File: src/sv/sbi_pkg.sv
// Shared constants and types for the segment versus box intersection core.
package sbi_pkg;

  localparam int COORD_WIDTH_DEF = 32;
  localparam int FRAC_BITS_DEF   = 16;
  localparam int NUM_AXES        = 3;
  localparam int NUM_PLANES      = 6;
  localparam int NUM_FIELDS      = 12;
  localparam int OUT_TDATA_W     = 8;

  typedef struct packed {
    logic valid;
    logic reject;
    logic in_box;
  } ctl_t;

  // lo, hi, A (3 coords each), |B-A| per axis, sign of B-A per axis, crossing flag per plane
  function automatic int side_width(input int cw);
    return 9 * cw + NUM_AXES * (cw + 1) + NUM_AXES + NUM_PLANES;
  endfunction

endpackage

File: src/sv/sbi_div_step.sv
// One restoring division step for all six face planes, with the item's other fields alongside.
module sbi_div_step #(
  parameter int COORD_WIDTH = sbi_pkg::COORD_WIDTH_DEF,
  parameter int FRAC_BITS   = sbi_pkg::FRAC_BITS_DEF
) (
  input  logic                   clk,
  input  logic                   rst_n,
  input  logic                   en,
  input  sbi_pkg::ctl_t          ctl_i,
  input  logic [sbi_pkg::side_width(COORD_WIDTH)-1:0] side_i,
  input  logic [COORD_WIDTH+1:0] r_i [sbi_pkg::NUM_PLANES],
  input  logic [COORD_WIDTH+1:0] d_i [sbi_pkg::NUM_PLANES],
  input  logic [(FRAC_BITS > 0 ? FRAC_BITS : 1)-1:0] t_i [sbi_pkg::NUM_PLANES],
  output sbi_pkg::ctl_t          ctl_o,
  output logic [sbi_pkg::side_width(COORD_WIDTH)-1:0] side_o,
  output logic [COORD_WIDTH+1:0] r_o [sbi_pkg::NUM_PLANES],
  output logic [COORD_WIDTH+1:0] d_o [sbi_pkg::NUM_PLANES],
  output logic [(FRAC_BITS > 0 ? FRAC_BITS : 1)-1:0] t_o [sbi_pkg::NUM_PLANES]
);
  import sbi_pkg::*;

  localparam int YW = COORD_WIDTH + 2;
  localparam int TW = FRAC_BITS > 0 ? FRAC_BITS : 1;
  localparam int SW = side_width(COORD_WIDTH);

  logic [YW:0]   sh_c [NUM_PLANES];
  logic [YW:0]   df_c [NUM_PLANES];
  logic [TW:0]   tq_c [NUM_PLANES];
  logic [YW-1:0] r_c  [NUM_PLANES];

  ctl_t          ctl_r;
  logic [SW-1:0] side_r;
  logic [YW-1:0] r_r [NUM_PLANES];
  logic [YW-1:0] d_r [NUM_PLANES];
  logic [TW-1:0] t_r [NUM_PLANES];

  always_comb begin
    for (int p = 0; p < NUM_PLANES; p++) begin
      sh_c[p] = {r_i[p], 1'b0};
      df_c[p] = sh_c[p] - {1'b0, d_i[p]};
      if (sh_c[p] >= {1'b0, d_i[p]}) begin
        r_c[p]  = df_c[p][YW-1:0];
        tq_c[p] = {t_i[p], 1'b1};
      end else begin
        r_c[p]  = sh_c[p][YW-1:0];
        tq_c[p] = {t_i[p], 1'b0};
      end
    end
  end

  always_ff @(posedge clk) begin
    if (!rst_n) begin
      ctl_r <= '0;
    end else if (en) begin
      ctl_r <= ctl_i;
    end
  end

  always_ff @(posedge clk) begin
    if (en) begin
      side_r <= side_i;
      for (int p = 0; p < NUM_PLANES; p++) begin
        r_r[p] <= r_c[p];
        d_r[p] <= d_i[p];
        t_r[p] <= tq_c[p][TW-1:0];
      end
    end
  end

  assign ctl_o  = ctl_r;
  assign side_o = side_r;
  assign r_o    = r_r;
  assign d_o    = d_r;
  assign t_o    = t_r;

endmodule

File: config.mk
export PLATFORM = sky130hd
export DESIGN_NAME = sbi_div_step
export DESIGN_NICKNAME = d
export VERILOG_FILES = /design/src/sv/sbi_pkg.sv /design/src/sv/sbi_div_step.sv
export SDC_FILE = /design/constraint.sdc
export NUM_CORES = 1
export LEC_CHECK = 0
export BUFFER_PORTS_ARGS = -buffer_cell sky130_fd_sc_hd__buf_4
export CORE_AREA = 2 2 712 714
export DETAILED_ROUTE_END_ITERATION = 10
export DIE_AREA = 0 0 714 716
export MAX_ROUTING_LAYER = met4
export PLACE_DENSITY = 0.33
export SLEW_MARGIN = 20
export SYNTH_ARGS = -nofsm -noshare
export SYNTH_HDL_FRONTEND = slang
export SYNTH_SLANG_ARGS = --single-unit
File: constraint.sdc
create_clock -name clk -period 2.9 [get_ports clk]
set_input_delay 0.145 -clock clk [delete_from_list [all_inputs] [get_ports clk]]
set_output_delay 0.145 -clock clk [all_outputs]
set_load 0.01 [all_outputs]
; Word level (Yosys, flattened, before mapping)
; Index checks and enable logic that the tools add are counted.
; W data, S select, Z words.
[totals]
latchBits = 0
out_inout_bits = 903
memories = 0
in_bits = 906
elab_cells = 52
ff_bits = 903
romBits = 0
ramBits = 0
[classes]
n_reduce_logical = 0
div_mod_pow = 0
n_eq_ne = 0
bitwise_logic = 0
magnitude_cmp = 6
mul = 0
shifts = 0
n_addsub = 6
n_mux = 12
[ops]
columns = operator, n
row1 = $ge A35 B34 Y1, 6
row2 = $mux W34, 6
row3 = $sub A34 B34 Y34, 6
row4 = $mux W1, 6

; Depth between registers and ports, before layout
[depth]
ltp_word = 2
mapped_depth = 15
ltp_nobuf = 13

; Worst setup path before layout
; No wires, ideal clock.
[synth_timing]
path_kind = in2reg
from = input port d_i[171] (netlist name)
to = register r_r, in the netlist r_o[175], data pin
arrival_ns = 2.919
required_ns = 2.640
path_buffers = 1
stages = 12
setup_slack_ns = -0.279
setup_ns = 0.260
path_cell_list = inv_1 ha_1 nor2b_1 o31a_1 o31ai_2 o21ai_1 o221ai_2 o21bai_2 a41o_1 a2111oi_4 buf_6 mux2_4
[synth_lines]
columns = element, line_no
row1 = "start, declared", sbi_div_step.sv:12  ; input logic [COORD_WIDTH+1:0] d_i [sbi_pkg::NUM_PLANES],
row2 = "end signal, assigned by index", sbi_div_step.sv:63  ; r_r[p] <= r_c[p];
row3 = "end, declared", sbi_div_step.sv:33  ; logic [YW-1:0] r_r [NUM_PLANES];

==> flow_summary_export.csv <==
group,metric,value,unit
status,status,"finished with violations",
status,failed_checks,"negative hold slack, negative setup slack",
setup_path,ff2ff_setup_slack,1730,ps
yosys,async_reset_ff_share,0,%
sta,hold_viol,9,
floorplanning,num_io_pins,1809,
yosys,synth.net_count,4101,
clocking,clkSinkCount,903,
clocking,cts_tree,"done",
grt,grt_pass1_wl,415000,um
grt,antenna_found_initial,147,
setup_path,worstPathMaxFanout,9,
floorplanning,core_area,504000,um2
sta,timing.fmax,344,MHz
floorplanning,die_area,511000,um2
hold_path,hold_class,"input port to flip-flop",
setup_path,criticalPathCategory,"input port to flip-flop",
yosys,syn-instance-count,2985,
sta,fin_crit,2910,ps
sta,drv_slew,0,
sta,period_share,100,%
sta,setup_ws,-7.52,ps
grt,grt_pass1_vias,43500,
cells_and_area,drive_above_1_share,41.5,%
grt,grt_max_degree,79,
sta,skew,0,ps
setup_path,worstSetupEndpointType,"flip-flop",
yosys,synth-seq-cells,903,
drt,drtIter0Drc,1832,
drt,ant_nets,0,
floorplanning,dieWidth,714,um
yosys,synth.avg_cell_area,13.8,um2
drt,wl_per_cell,23.8,um
clocking,root_buffer,"clkbuf_16",
cells_and_area,finalNonFillerCells,13700,
clocking,clk_latency,790,ps
drt,top_layer_used,"met4",
drt,wl_met3,21000,um
place,dp_hpwl,278000,um
place,globalplace.congestion,0.905,
pwr,leakage,35.8,nW
yosys,yosysWarnings,0,
yosys,synth_edf_count,900,
drt,drc,0,
floorplanning,start_util,8.18,%
drt,first_pass_iters,5,
job,cap_violations,0,
drt,wl_met1,135000,um
drt,wirelength,326000,um
clocking,cts_buffers,146,
pwr,ir_worst_vdd,399,uV
setup_path,r2r_cells,3,
sta,rsz0062_at_grt,"true",
setup_path,cp.arrival,3450,ps
drt,via_per_inst,2.99,
floorplanning,fp-row-count,261,
sta,hold_slack,-491,ps
grt,gr-total-overflow,0,
pwr,pwr_density_cell,545,nW/um2
grt,track_usage,12.4,%
place,placement.io_buffers,1802,
drt,num_vias,40900,
place,dp_cells,12000,
yosys,ys_types,82,
yosys,ys_seq_area_share,65.8,%
setup_path,start_kind,"input port",
sta,setup_violations,3,
clocking,clk_pin_slew,50,ps
cells_and_area,nets,7915,
setup_path,worstPathRequired,3440,ps
hold_path,hold_depth,1,
sta,slew-limit-headroom,46.4,%
clocking,htree_num_levels,4,
cells_and_area,areaGrowthSynthToFinish,111,%
floorplanning,die-height,716,um
drt,wl_met2,159000,um
clocking,cts_buffer_depth,4,
yosys,netlist_area,41200,um2
sta,tightest_slew,805,ps
yosys,synth_flop_cell,"edfxtp_1",
-- area by class of cell --
cell class	count	area (um2)
Fill cell	55800	417000
Timing Repair Buffer	3735	31900
Sequential cell	903	27100
Multi-Input combinational cell	1755	13400
Tap cell	6706	8390
Clock buffer	176	3830
Clock inverter	83	1100
Inverter	258	988
Antenna cell	79	198
-- logic make-up (layout without fill, tap and decap cells) --
kind of cell,Yosys count,count (layout),synth area share (%)
and+or+nand+nor,567,567,6.58
other,0,79,0
DFF,903,903,65.8
muxes,130,130,3.76
xor gates and xnor gates,173,173,3.68
AOI/OAI and AO/OA,675,675,10.6
buffers and inverters,327,4252,3.09
adders and majority gates,210,210,6.49
-- critical path, cell delays in order --
cell and delay (ps):
dlygate4sd3_1 570, buf_4 170, ha_4 260, and2_4 160, a32oi_2 260, o21ai_4 110
o221ai_4 220, o21bai_2 90, a41o_1 270, a2111oi_4 510, buf_6 220, buf_12 150
mux2_2 330
-- sequential cells by signal, indices dropped and copies added (netlist names) --
name    flops
side_o    396
d_o       204
r_o       204
t_o        96
ctl_o       3
-- report_power, final --
part | internal [mW] | switching, mW | total (mW)
clock network | 11.4 | 7.50 | 18.9
logic | 5.96 | 5.86 | 11.8
registers | 15.9 | 0.762 | 16.7
total | 33.3 | 14.1 | 47.4
-- final timing paths --
| path | start | end |
|---|---|---|
| worst max-delay path | r_i[189] | r_o[173] |
| worst min-delay path | d_i[137] | d_o[137] |
| worst max register to register | ctl_o[0] | ctl_o[0] |
| worst min register to register | ctl_o[2] | ctl_o[2] |
-- cells in the mapped netlist (7+ instances only) --
cell type	n	share of area (%)
edfxtp_1	900	66
inv_1	256	2.3
a21oi_1	244	3.0
ha_1	204	6.2
nor2_1	179	1.6
nand2_1	150	1.4
a21o_1	112	2.0
xnor2_1	108	2.3
o21ai_0	100	1.2
mux2_2	87	2.4
xor2_1	65	1.4
clkbuf_1	51	0.46
nand3_1	41	0.50
nand4_1	39	0.59
nor3_1	28	0.34
o21bai_1	27	0.49
mux2_4	26	0.95
nor2b_1	26	0.39
o21a_1	25	0.46
and3_1	21	0.32
a211oi_1	20	0.36
a31oi_1	19	0.29
nand2b_1	19	0.29
o31ai_1	16	0.29
buf_2	13	0.16
nor4_1	12	0.18
o31a_1	11	0.23
a31o_2	10	0.21
and2_1	9	0.14
mux2i_1	9	0.22
or2_2	9	0.14
a211o_1	8	0.17
mux2_1	8	0.22
a41oi_1	7	0.15
-- metrics by stage --
stage               setup WS [ps]  TNS (ps)  util, %  area (um2)  total power [mW]
finish                      -7.52     -13.1     17.3       86900              47.4
global route                -51.7      -254     17.2       86800              49.7
CTS                         0.735         0     17.1       86000              48.7
detailed placement           -687    -79000     13.5       68200              27.3
global placement             -771    -76290     13.5       68200              27.4
floorplan                   -39.5      -951        -       41300              20.0
-- placed cells by master (no fill, tap or decap), types with 27 or more instances in the layout --
| cell type | Yosys | final |
|---|---|---|
| mux2_4 | 26 | 27 |
| o21bai_1 | 27 | 27 |
| a21oi_1 | 244 | 232 |
| nor2_1 | 179 | 178 |
| nand3_1 | 41 | 39 |
| diode_2 | 0 | 79 |
| ha_1 | 204 | 187 |
| nand4_1 | 39 | 39 |
| clkbuf_16 | 0 | 150 |
| edfxtp_1 | 900 | 900 |
| inv_1 | 256 | 248 |
| nand2_1 | 150 | 148 |
| mux2_2 | 87 | 86 |
| buf_12 | 0 | 45 |
| xor2_1 | 65 | 65 |
| buf_4 | 0 | 2379 |
| a21o_1 | 112 | 112 |
| o21ai_0 | 100 | 91 |
| dlygate4sd3_1 | 0 | 1298 |
| clkbuf_1 | 51 | 27 |
| xnor2_1 | 108 | 108 |
-- layer usage --
layer / global-route usage (%) / up-vias
met5: - / -
met3: 3.16 / 402
met2: 21.1 / 1508
met1: 14.5 / 20000
met4: 3.47 / 0
li1: - / 19000
-- timing repair --
item | 4_1_cts | 5_1_grt
endpoints found under the setup margin | 0 | 175
buffers inserted | 0 | 13
hold endpoints to repair | 955 | 24
resized for setup | 0 | 102
hold buffers | 1291 | 16
Note: power is estimated with default switching activity, not from simulation.
