$ cat src/sv/sbi_pkg.sv
// Shared constants and types for the segment versus box intersection core.
package sbi_pkg;

  localparam int COORD_WIDTH_DEF = 32;
  localparam int FRAC_BITS_DEF   = 16;
  localparam int NUM_AXES        = 3;
  localparam int NUM_PLANES      = 6;
  localparam int NUM_FIELDS      = 12;
  localparam int OUT_TDATA_W     = 8;

  typedef struct packed {
    logic valid;
    logic reject;
    logic in_box;
  } ctl_t;

  // lo, hi, A (3 coords each), |B-A| per axis, sign of B-A per axis, crossing flag per plane
  function automatic int side_width(input int cw);
    return 9 * cw + NUM_AXES * (cw + 1) + NUM_AXES + NUM_PLANES;
  endfunction

endpackage

$ cat src/sv/sbi_prep.sv
// Front stage: trivial reject, inside test, plane distances and edge deltas.
module sbi_prep #(
  parameter int COORD_WIDTH = sbi_pkg::COORD_WIDTH_DEF
) (
  input  logic                              clk,
  input  logic                              rst_n,
  input  logic                              en,
  input  logic                              valid_i,
  input  logic signed [COORD_WIDTH-1:0]     lo_i [sbi_pkg::NUM_AXES],
  input  logic signed [COORD_WIDTH-1:0]     hi_i [sbi_pkg::NUM_AXES],
  input  logic signed [COORD_WIDTH-1:0]     a_i  [sbi_pkg::NUM_AXES],
  input  logic signed [COORD_WIDTH-1:0]     b_i  [sbi_pkg::NUM_AXES],
  output sbi_pkg::ctl_t                     ctl_o,
  output logic [sbi_pkg::side_width(COORD_WIDTH)-1:0] side_o,
  output logic [COORD_WIDTH+1:0]            r_o [sbi_pkg::NUM_PLANES],
  output logic [COORD_WIDTH+1:0]            d_o [sbi_pkg::NUM_PLANES]
);
  import sbi_pkg::*;

  localparam int W  = COORD_WIDTH;
  localparam int XW = W + 1;
  localparam int YW = W + 2;
  localparam int SW = side_width(W);
  localparam int MAG_OFS = 9 * W;
  localparam int NEG_OFS = MAG_OFS + NUM_AXES * XW;
  localparam int CRS_OFS = NEG_OFS + NUM_AXES;

  logic signed [XW-1:0] da_c [NUM_PLANES];
  logic signed [XW-1:0] db_c [NUM_PLANES];
  logic signed [XW-1:0] dl_c [NUM_AXES];
  logic [XW-1:0]        na_c [NUM_PLANES];
  logic [XW-1:0]        nb_c [NUM_PLANES];
  logic [YW-1:0]        d_c  [NUM_PLANES];
  logic [SW-1:0]        side_c;
  logic                 reject_c;
  logic                 inside_c;

  ctl_t                 ctl_r;
  logic [SW-1:0]        side_r;
  logic [YW-1:0]        r_r [NUM_PLANES];
  logic [YW-1:0]        d_r [NUM_PLANES];

  always_comb begin
    reject_c = 1'b0;
    inside_c = 1'b1;
    side_c   = '0;
    for (int k = 0; k < NUM_AXES; k++) begin
      if ((b_i[k] < lo_i[k] && a_i[k] < lo_i[k]) || (b_i[k] > hi_i[k] && a_i[k] > hi_i[k])) begin
        reject_c = 1'b1;
      end
      if (!(a_i[k] > lo_i[k] && a_i[k] < hi_i[k])) begin
        inside_c = 1'b0;
      end
      dl_c[k] = XW'(b_i[k]) - XW'(a_i[k]);
      side_c[k*W +: W]              = lo_i[k];
      side_c[(NUM_AXES+k)*W +: W]   = hi_i[k];
      side_c[(2*NUM_AXES+k)*W +: W] = a_i[k];
      side_c[MAG_OFS + k*XW +: XW]  = dl_c[k] < 0 ? $unsigned(-dl_c[k]) : $unsigned(dl_c[k]);
      side_c[NEG_OFS + k]           = dl_c[k] < 0;
    end
    for (int p = 0; p < NUM_PLANES; p++) begin
      da_c[p] = XW'(a_i[p % NUM_AXES])
              - XW'((p < NUM_AXES) ? lo_i[p % NUM_AXES] : hi_i[p % NUM_AXES]);
      db_c[p] = XW'(b_i[p % NUM_AXES])
              - XW'((p < NUM_AXES) ? lo_i[p % NUM_AXES] : hi_i[p % NUM_AXES]);
      na_c[p] = da_c[p] < 0 ? $unsigned(-da_c[p]) : $unsigned(da_c[p]);
      nb_c[p] = db_c[p] < 0 ? $unsigned(-db_c[p]) : $unsigned(db_c[p]);
      d_c[p]  = YW'(na_c[p]) + YW'(nb_c[p]);
      side_c[CRS_OFS + p] = (da_c[p] < 0 && db_c[p] > 0) || (da_c[p] > 0 && db_c[p] < 0);
    end
  end

  always_ff @(posedge clk) begin
    if (!rst_n) begin
      ctl_r <= '0;
    end else if (en) begin
      ctl_r.valid  <= valid_i;
      ctl_r.reject <= reject_c;
      ctl_r.in_box <= inside_c;
    end
  end

  always_ff @(posedge clk) begin
    if (en) begin
      side_r <= side_c;
      for (int p = 0; p < NUM_PLANES; p++) begin
        r_r[p] <= YW'(na_c[p]);
        d_r[p] <= d_c[p];
      end
    end
  end

  assign ctl_o  = ctl_r;
  assign side_o = side_r;
  assign r_o    = r_r;
  assign d_o    = d_r;

endmodule

$ cat config.mk
export PLATFORM = sky130hd
export DESIGN_NAME = sbi_prep
export DESIGN_NICKNAME = d
export VERILOG_FILES = /design/src/sv/sbi_pkg.sv /design/src/sv/sbi_prep.sv
export SDC_FILE = /design/constraint.sdc
export NUM_CORES = 2
export LEC_CHECK = 0
export ABC_CLOCK_PERIOD_IN_PS = 10770
export BUFFER_PORTS_ARGS = -buffer_cell sky130_fd_sc_hd__buf_2
export CAP_MARGIN = 20
export CORE_ASPECT_RATIO = 1.5
export CORE_MARGIN = 5
export CORE_UTILIZATION = 29
export CTS_CLUSTER_SIZE = 14
export DETAILED_ROUTE_END_ITERATION = 8
export GPL_TIMING_DRIVEN = 0
export PLACE_DENSITY = 0.53
export SYNTH_ARGS = -nofsm -noshare
export SYNTH_HDL_FRONTEND = slang
export SYNTH_SLANG_ARGS = --single-unit
$ cat constraint.sdc
create_clock -name clk -period 10.77 [get_ports clk]
set_input_delay 1.6155 -clock clk [delete_from_list [all_inputs] [get_ports clk]]
set_output_delay 1.6155 -clock clk [all_outputs]
set_load 0.005 [all_outputs]
Word-level counts from Yosys, hierarchy flattened
Cells that the tools add are included.
{"block": "totals", "out_inout_bits": 807, "word_cells": 148, "mem_count": 0, "reg_bits": 801, "latch_bits": 0, "inputBits": 388, "ram_bits": 0, "mem_bits_ro": 0}
{"block": "classes", "add_sub_neg": 36, "n_reduce_logical": 30, "n_bitwise": 0, "muxes": 21, "shift": 0, "n_eq_ne": 0, "mul": 0, "div": 0, "n_lt_le_gt_ge": 45}
{"cell": "$lt A33 B1 Y1 const B", "n": 15}
{"cell": "$mux W33", "n": 15}
{"cell": "$neg A33 Y33", "n": 15}
{"cell": "$sub A32 B32 Y33", "n": 15}
{"cell": "$gt A33 B1 Y1 const B", "n": 12}
{"cell": "$gt A32 B32 Y1", "n": 9}
{"cell": "$lt A32 B32 Y1", "n": 9}
{"cell": "$add A33 B33 Y34", "n": 6}
{"cell": "$logic_and A1 B1 Y1", "n": 21}
{"cell": "$logic_or A1 B1 Y1", "n": 9}
{"cell": "$mux W1", "n": 6}

Depth between registers and ports, before layout
{"block": "depth", "word_depth": 6, "depth_mapped": 35, "depth_no_buf": 34}

Worst setup path before layout
Ideal clock, no wire load.
{"block": "synth_timing", "path_type": "input port to flip-flop", "from": "input hi_i[34] (netlist bit)", "to": "register d_r (netlist bit d_o[66]), data pin", "cell_stages": 32, "t_required_ns": 10.512, "n_path_buf": 1, "setup_time_ns": 0.258, "path_slack_ns": 2.285, "arrival_time_ns": 8.228, "path_cell_list": "inv_1 -> ha_1 -> nor2b_1 -> o21ai_0 -> a21boi_0 -> o21ai_0 -> a21boi_0 -> o21ai_0 -> a21o_1 -> nand2_1 -> a221oi_1 -> o21ai_0 -> nor2b_1 -> o22ai_1 -> clkbuf_1 -> o21ai_0 -> fa_1 -> a21o_1 -> a21oi_1 -> o21bai_1 -> a21oi_1 -> nor2b_1 -> o21a_1 -> o31a_1 -> o41ai_1 -> o31ai_1 -> a41oi_1 -> a31oi_1 -> a2111oi_0 -> o21bai_1 -> a21oi_1 -> xnor2_1"}
{"element": "start, declared", "line": "sbi_prep.sv:10", "text": "input logic signed [COORD_WIDTH-1:0] hi_i [sbi_pkg::NUM_AXES],"}
{"element": "end signal, assigned by index", "line": "sbi_prep.sv:88", "text": "d_r[p] <= d_c[p];"}
{"element": "end, declared", "line": "sbi_prep.sv:41", "text": "logic [YW-1:0] d_r [NUM_PLANES];"}

==> metrics.md <==
| Metric | Value |
|---|---|
| Crit path required time | `11.24 ns` |
| Xor and xnor area share after synthesis | `0.1232` |
| Fin. max-slew vios | `0` |
| Post-DP HPWL | `264600 µm` |
| GR Util All Layers | `0.2337` |
| Starting DRC count in detailed routing | `4497` |
| Number of synthesized flops with an enable pin | `794` |
| Antenna viol nets, final | `0` |
| Clk root buf | `clkbuf_16` |
| Count of state elements after synthesis | `797` |
| Worst path max stage delay | `0.91 ns` |
| Seq/Total Area, Yosys | `0.3418` |
| Crit path DAT | `10.75 ns` |
| Rows | `220` |
| Final period util | `0.9551` |
| Routed via count | `65110` |
| Met2 GRT Util | `0.4037` |
| Minimum clock period | `10.29 ns` |
| Critical path's top delay family | `compound AO/OA/AOI/OAI gates` |
| CTS Sinks | `797` |
| Synth Area in Adders | `0.1312` |
| GRT overflow | `0` |
| Final Wtd Congestion | `0.9639` |
| RSZ-0062 raised after global routing | `no` |
| Post-Synthesis Cells | `7569` |
| Count leader, synth | `edfxtp_1` |
| Leading area contributor after synthesis | `edfxtp_1` |
| Slew @ Worst Pin | `1.162 ns` |
| Pleak | `35.26 nW` |
| Total power | `16.78 mW` |
| Ports | `1195` |
| Initial antenna violation count | `53` |
| Pre-antenna DRT Iters | `6` |
| CP startpoint kind | `input pin` |
| Primary FF master, synth | `edfxtp_1` |
| Fin. Hold Viols | `0` |
| # nets final | `9980` |
| Status | `complete, no violations` |
| Global routing's busiest layer | `met2` |
| WP buf/inv | `4` |
| Core Box Area | `0.2398 mm²` |
| Die width | `411.0 µm` |
| Initial Util | `0.2917` |
| Most used cell, CP | `a21o_1` |
| Port buffer count | `1188` |
| Unique cell type count in the Yosys netlist | `109` |
| Worst relative slew slack | `0.2173` |
| Post-synth top cells | `edfxtp_1 (794), ha_1 (698), a21oi_1 (667)` |
| Synthesis-to-layout area growth | `19.04%` |
| Pwr Density | `201.5 mW/mm²` |
| Vias in the first global route | `63210` |
| Critical-path maximum fanout | `10` |
| Top cell type's share of synthesized area | `0.3409` |
| CTS tree | `yes` |
| Syn_area_per_cell | `9.239 µm²` |
| Clock slew at reported path FFs | `0.06 ns` |
| Layout cell share with drive strength beyond 1 | `0.1690` |
| Die footprint | `0.2513 mm²` |
| Dpl ws | `-1.018 ns` |
| Global-route wire length before repair | `432600 µm` |
| Worst vdd ir | `0.1622 mV` |
| Crit end category | `flip-flop` |
| Main area contributors after synthesis | `edfxtp_1 (34%), ha_1 (12%), xnor2_1 (8.3%), a21oi_1 (4.8%), xor2_1 (3.9%)` |
| Met3 usage | `0.04372` |
| Met1 usage | `0.2815` |
| Drt via density | `5.340` |
| Async S/R FF share, synth | `0` |
| Maxcap violations | `0` |
| Synth Area in Compound Gates | `0.2104` |
| Largest net degree at the start of global routing | `128` |
| Critical path class | `in -> reg` |
| Layout Skew | `0 ns` |
| Syn Std Cell Area | `0.06993 mm²` |
| CTS Buf Count | `91` |
| Mux contribution to synthesized area | `0.004187` |
| CTS max path bufs | `3` |
| DRC viols | `0` |
| Final setup vio count | `0` |
| Die Y-Extent | `611.4 µm` |
| WL final | `310600 µm` |
| Worst path slowest cell | `o41ai_1` |
| Hold/Removal Path Class | `reg -> reg` |
| Fmax | `97.21 MHz` |
| Main combinational cell family by area after synthesis | `compound AO/OA/AOI/OAI gates` |
| Post-Synth Simple-Gate Area | `0.1500` |
| Hold buffers post-CTS | `0` |
| Ys Warns | `0` |
| Htree depth | `3` |
| Worst-skew pair later-pin latency | `0.72 ns` |
| Setup ws final | `0.4834 ns` |
| # fillers | `24830` |
| Avg WL per Cell | `25.48 µm` |
cells by family after synthesis:
| logic type | count (synthesis) |
|---|---|
| compound gates | 2255 |
| simple gates | 2074 |
| xor+xnor | 979 |
| flops | 797 |
| fa+ha+maj | 721 |
| buf+inv | 714 |
| mux | 28 |
| other cells | 1 |
state kept, by name (all words and copies together) (netlist names):
register and count:
side_o 394, d_o 202, r_o 198, ctl_o 3
placed cells by master (no fill, tap or decap), types with 61 or more instances in the layout:
cell type	n
xor2_1	313
buf_2	1201
o21bai_1	106
nand2_1	420
a21oi_1	666
nor2b_1	105
o31ai_1	85
a211oi_1	62
nand3_1	157
nand2b_1	85
o21a_1	107
and3_1	75
clkbuf_1	142
nand4_1	67
edfxtp_1	794
clkbuf_16	91
o21ai_0	412
a31oi_1	94
and2_1	66
nor3_1	164
or2_2	61
a21o_1	268
xnor2_1	662
ha_1	698
or3_1	77
inv_1	560
nor2_1	565
final cells by class:
class | instances | area (µm²) | area share
diodes | 27 | 67.56 | 0.0008116
plain buffers | 151 | 626.9 | 0.007530
clock buffers | 108 | 2341 | 0.02812
clock inverters | 59 | 588.1 | 0.007064
inverters | 562 | 2110 | 0.02534
multi-input cells | 6063 | 43350 | 0.5207
flip-flops and latches | 797 | 23900 | 0.2871
well taps | 3219 | 4028 | 0.04838
repair buffers | 1207 | 6240 | 0.07495
stage by stage:
step,hold WS [ns],setup TNS [ns],cells,cell area (µm²),utilization
floorplan,0.4783,0,7574,69950,-
global placement,0.4791,-3782.41,11980,79930,0.3334
detailed placement,0.4973,-6.911,12000,80230,0.3346
CTS,0.5135,0,12160,83150,0.3468
global route,0.5529,0,12170,83190,0.3470
finish,0.5136,0,12190,83250,0.3472
worst register-to-register path, cell delays in order (launching register included):
cell     delay, ns
dfxtp_1       0.31
o21ai_0       0.14
a31oi_1       0.06
layer usage:
| metal | vias to the layer above | routed length [µm] | share of wire |
|---|---|---|---|
| li1 | 30640 | - | - |
| met1 | 31560 | 124600 | 0.40 |
| met3 | 471 | 22340 | 0.072 |
| met5 | - | 129 | 0.00042 |
| met4 | 20 | 16470 | 0.053 |
| met2 | 2426 | 147100 | 0.47 |
report_power, final:
group	leakage (nW)	internal (mW)	switching (mW)
sequential	7.79	4.63	0.335
clock	1.38	1.72	1.42
combinational	26.1	3.44	5.23
total	35.3	9.79	6.99
repair_timing:
item                                    CTS  global route
gates resized for setup                   0             3
endpoints found under the setup margin    1             6
buffers inserted                          0             0
worst paths after layout:
path	startpoint	cells past startpoint	end	slack, ns
setup reg to reg	ctl_o[1]	2	ctl_o[1]	10.11
hold / removal	ctl_o[0]	2	ctl_o[0]	0.51
hold reg to reg	ctl_o[0]	2	ctl_o[0]	0.51
setup / recovery	b_i[32]	29	d_o[167]	0.48
(Power assumes the default switching activity.)
